### src/hw/rtl/satl_pkg.sv
// ----------------------------------------------------------------------------
// satl_pkg
// Shared constants, register indexes, result type and LFSR step for the
// set-associative cache tag lookup.
// ----------------------------------------------------------------------------
package satl_pkg;

	localparam int CFG_ADDR_W  = 2;
	localparam int CFG_DATA_W  = 3;
	localparam int SETS_LOG2_W = 3;
	localparam int WAYS_LOG2_W = 2;
	localparam int WAY_OUT_W   = 3;
	localparam int SET_OUT_W   = 6;
	localparam int WAY_IDX_W   = 4;
	localparam int LFSR_W      = 16;

	localparam logic [CFG_ADDR_W-1:0] REG_SETS_LOG2 = 2'd0;
	localparam logic [CFG_ADDR_W-1:0] REG_WAYS_LOG2 = 2'd1;
	localparam logic [CFG_ADDR_W-1:0] REG_POLICY    = 2'd2;

	localparam logic POLICY_LRU    = 1'b0;
	localparam logic POLICY_RANDOM = 1'b1;

	localparam logic [SETS_LOG2_W-1:0] SETS_LOG2_RST = 3'd3;
	localparam logic [WAYS_LOG2_W-1:0] WAYS_LOG2_RST = 2'd0;

	localparam logic [LFSR_W-1:0] LFSR_TAPS = 16'hB400;
	localparam logic [LFSR_W-1:0] LFSR_SEED = 16'h0001;

	typedef struct packed {
		logic                 hit;
		logic [WAY_IDX_W-1:0] way;
		logic                 victim_was_valid;
	} satl_result_t;

	function automatic logic [LFSR_W-1:0] lfsr_next(input logic [LFSR_W-1:0] cur);
		logic [LFSR_W-1:0] nxt;
		nxt = cur >> 1;
		if (cur[0]) begin
			nxt = nxt ^ LFSR_TAPS;
		end
		return nxt;
	endfunction

endpackage

### src/hw/rtl/satl_update.sv
// ----------------------------------------------------------------------------
// satl_update
// Tag compare, age update and victim choice for one set row; builds the row
// to write back and the lookup result.
// ----------------------------------------------------------------------------
module satl_update
	import satl_pkg::*;
#(
	parameter int NWAYS     = 8,
	parameter int WAY_W     = 3,
	parameter int TAG_W     = 30,
	parameter int AGE_WIDTH = 8
) (
	input  logic [NWAYS-1:0]                old_valid,
	input  logic [NWAYS-1:0][TAG_W-1:0]     old_tag,
	input  logic [NWAYS-1:0][AGE_WIDTH-1:0] old_age,
	input  logic [TAG_W-1:0]                tag,
	input  logic [WAYS_LOG2_W-1:0]          ways_log2,
	input  logic                            policy,
	input  logic [LFSR_W-1:0]               lfsr,
	output logic [NWAYS-1:0]                new_valid,
	output logic [NWAYS-1:0][TAG_W-1:0]     new_tag,
	output logic [NWAYS-1:0][AGE_WIDTH-1:0] new_age,
	output satl_result_t                    result
);

	localparam logic [AGE_WIDTH-1:0] AGE_MAX = '1;

	logic [WAY_W-1:0]                way_mask;
	logic [NWAYS-1:0]                in_use;
	logic [NWAYS-1:0]                match;
	logic [NWAYS-1:0][AGE_WIDTH-1:0] aged;
	logic                            any_hit;
	logic [WAY_W-1:0]                hit_way;
	logic [WAY_W-1:0]                lru_way;
	logic [WAY_W-1:0]                victim;
	logic [AGE_WIDTH-1:0]            best;

	assign way_mask = WAY_W'((1 << ways_log2) - 1);

	always_comb begin
		for (int w = 0; w < NWAYS; w++) begin
			in_use[w] = (WAY_W'(w) & ~way_mask) == '0;
			match[w]  = in_use[w] && old_valid[w] && (old_tag[w] == tag);
			if (match[w]) begin
				aged[w] = '0;
			end else if (old_age[w] == AGE_MAX) begin
				aged[w] = AGE_MAX;
			end else begin
				aged[w] = old_age[w] + AGE_WIDTH'(1);
			end
		end
	end

	assign any_hit = |match;

	always_comb begin
		hit_way = '0;
		for (int w = NWAYS - 1; w >= 0; w--) begin
			if (match[w]) begin
				hit_way = WAY_W'(w);
			end
		end
	end

	always_comb begin
		best    = aged[0];
		lru_way = '0;
		for (int w = 1; w < NWAYS; w++) begin
			if (in_use[w] && (aged[w] > best)) begin
				best    = aged[w];
				lru_way = WAY_W'(w);
			end
		end
	end

	assign victim = (policy == POLICY_RANDOM) ? (WAY_W'(lfsr) & way_mask) : lru_way;

	always_comb begin
		for (int w = 0; w < NWAYS; w++) begin
			new_valid[w] = old_valid[w];
			new_tag[w]   = old_tag[w];
			new_age[w]   = in_use[w] ? aged[w] : old_age[w];
			if (!any_hit && (WAY_W'(w) == victim)) begin
				new_valid[w] = 1'b1;
				new_tag[w]   = tag;
				new_age[w]   = '0;
			end
		end
	end

	always_comb begin
		result.hit              = any_hit;
		result.way              = any_hit ? WAY_IDX_W'(hit_way) : WAY_IDX_W'(victim);
		result.victim_was_valid = !any_hit && old_valid[victim];
	end

endmodule

### config.mk
export PLATFORM = sky130hd
export DESIGN_NAME = satl_update
export DESIGN_NICKNAME = d
export VERILOG_FILES = /design/src/hw/rtl/satl_pkg.sv /design/src/hw/rtl/satl_update.sv
export SDC_FILE = /design/constraint.sdc
export NUM_CORES = 1
export LEC_CHECK = 0
export BUFFER_PORTS_ARGS = -buffer_cell sky130_fd_sc_hd__clkbuf_2
export CAP_MARGIN = 40
export CORE_AREA = 2 2 268 270
export DETAILED_ROUTE_END_ITERATION = 7
export DIE_AREA = 0 0 270 272
export PLACE_DENSITY = 0.44
export REMOVE_ABC_BUFFERS = 1
export SYNTH_ARGS = -nofsm -noshare
export SYNTH_HDL_FRONTEND = slang
export SYNTH_SLANG_ARGS = --single-unit
### constraint.sdc
create_clock -name vclk -period 22.9
set_input_delay 4.58 -clock vclk [all_inputs]
set_output_delay 4.58 -clock vclk [all_outputs]
set_load 0.02 [all_outputs]
==> results.cfg <==
[global_route]
grt_use_total_pct = 21.0
grt_max_degree = 47
grt_util_met1_pct = 25.1
overflow = 0
busiest_layer = met2
grt_pass1_wl_mm = 109
use_met2_pct = 36.3
antenna_found_initial = 36
grtUsageMet3_pct = 3.70
grt_pass1_vias = 13695

[power]
p_per_area_nw_per_um2 = 48.2
ir_drop_uv = 26.9
total_leakage_power_uw = 0.00756

[drt]
ant_nets = 0
wl_per_cell_um = 26.9
vias_per_cell = 4.54
route.detailed.drc = 0
num_vias = 13973
firstDrtPassIters = 5
postRouteWirelength_mm = 82.9
drt_first_iter_violations = 804

[placement]
pre_cts_ws_ns = 0.159
dp_hpwl_mm = 72.6
place.port_buffers = 665
placed_cell_area_um2 = 15700
gp_congestion = 0.944
dp.cells = 3053

[yosys]
synth_xor_xnor_area_share_pct = 21.1
ys_seq_area_share_pct = 0
synth_cell_types = 69
synth_top_family_by_area = multiplexers
synth_adder_area_share_pct = 7.46
yosys.area_share.simple_pct = 22.1
syn_area_per_cell_um2 = 7.56
netlist_instances = 1441
syn-cell-area_um2 = 10900
muxShareOfSynthArea_pct = 28.8
synth_compound_area_share_pct = 12.3
synth_warnings = 0

[cells_and_area]
nets = 2538
area_growth_pct = 47.5
seq_cell_count = 0
final_area_um2 = 16100
layout-drive-gt1-share_pct = 51.8
clock_buffers = 0
seq_area_um2 = 0
fin_cells = 3079

[worst_setup_path]
slowest_delay_ns = 0.49
worstPathRequired_ns = 18.32
crit_top_cell = ha_1
cp_slowest_cell = or3b_2
worst-endpoint-arrival_ns = 17.70
cp-end-kind = output pin
worstSetupPathType = primary input to output pin
start_kind = primary input
cp_max_fo = 16

[die]
die_x_um = 270
io_pins = 679
rows = 98
die_h_um = 272
core-area_um2 = 70800
dieArea_um2 = 73400
start_util_pct = 15.4

[timing]
slew_violations = 0
hold_viol_final = 0
worst_pin_slew_ns = 0.836
fmax_ghz = 0.0449
setup_ws_ns = 0.622
max_slew_margin_pct = 43.7
setup_viol = 0
period_minus_slack_ns = 22.28
holdWs_ns = 9.52
fin_crit_sh_pct = 97.3

[outcome]
status = completed

[clocking]
holdBufCountCts = 0

[hold_path]
min_path_type = primary input to output pin
holdPathStages = 4

[run]
maxCapViolCount = 0
worst max-delay path: cells and delay by family:
family / cells / cell delay (ns)
AND/OR/NAND/NOR: 14 / 2.48
AO/OA/AOI/OAI: 26 / 5.54
XOR/XNOR: 1 / 0.33
adder cells (fa/ha/maj): 7 / 2.16
multiplexers: 2 / 0.69
buffers and inverters: 11 / 1.87
where the power goes:
group	total [uW]	leakage [uW]	switching, uW	internal (uW)
Combinational	775	0.00756	463	312
Clock	0.000108	0.000000120	0	0.000108
Sequential	0	0	0	0
path summary, 6_finish.rpt:
kind | start | slack [ns] | end
worst max-delay path | tag[13] | 0.62 | new_tag[143]
worst min-delay path | old_age[33] | 9.52 | new_age[33]
area by class of cell:
cell class,count,area (um^2)
diodes,19,47.5
repair buffers,787,4470
well taps,950,1190
fillers,8139,54700
inverters,36,135
multi-input cells,1287,10200
layout by cell type, fill, tap and decap left out, drive strengths merged, types with 10 or more instances in the layout:
cell type,netlist,layout
o21ai,37,37
nand2b,15,15
and2,11,11
nor2,118,118
clkbuf,18,661
or2,13,13
nand3,46,46
buf,100,125
nand2,104,104
xnor2,170,170
a21oi,107,107
and3,22,22
nor4,34,34
inv,36,36
o31ai,10,10
mux2,245,245
ha,65,65
xor2,92,92
diode,0,19
nand4,63,63
nor2b,13,13
mux2i,31,31
metrics by stage:
step | utilization, % | total power, uW | TNS, ns
after global placement | 22.2 | 763 | 0
after detailed placement | 22.2 | 762 | 0
after CTS | 22.2 | 766 | 0
final | 22.7 | 775 | 0
after floorplan | - | 437 | 0
after global routing | 22.7 | 828 | -0.488
logic make-up after synthesis:
logic type / Yosys count
other: 1
AND/OR/NAND/NOR: 469
multiplexers: 276
buffers and inverters: 154
AO/OA/AOI/OAI: 214
XOR/XNOR: 262
adder cells (fa/ha/maj): 65
metal layers:
layer	up-vias	share of wire, %
met5	-	0.030
met4	4	5.1
met3	122	6.6
met2	605	48
met1	6746	40
li1	6496	-
Yosys cell counts, types with 5 or more instances:
master | instances | area share, %
xor2_1 | 92 | 7.4
inv_1 | 35 | 1.2
or2_2 | 11 | 0.63
a21o_1 | 9 | 0.62
nand2b_1 | 15 | 0.86
buf_6 | 13 | 1.3
o21ai_0 | 34 | 1.6
mux2_4 | 19 | 2.6
mux2i_1 | 31 | 2.8
nor4_1 | 31 | 1.8
a21oi_1 | 107 | 4.9
o21a_1 | 7 | 0.48
nand2_1 | 104 | 3.6
ha_1 | 65 | 7.5
xnor2_1 | 170 | 14
buf_2 | 40 | 1.8
and3_1 | 22 | 1.3
nor2_1 | 118 | 4.1
o31ai_1 | 10 | 0.69
nor3_1 | 8 | 0.37
nor2b_1 | 12 | 0.69
o211ai_1 | 5 | 0.34
nand3_1 | 46 | 2.1
mux2_2 | 223 | 23
buf_4 | 46 | 3.2
clkbuf_1 | 18 | 0.62
and2_1 | 11 | 0.63
nand4_1 | 63 | 3.6
timing repair:
| action | in CTS | in global routing |
|---|---|---|
| setup endpoints to repair | 0 | 314 |
| resized for setup | 0 | 51 |
| buffers inserted | 0 | 5 |
No activity file was read; power rests on OpenSTA's default activity.
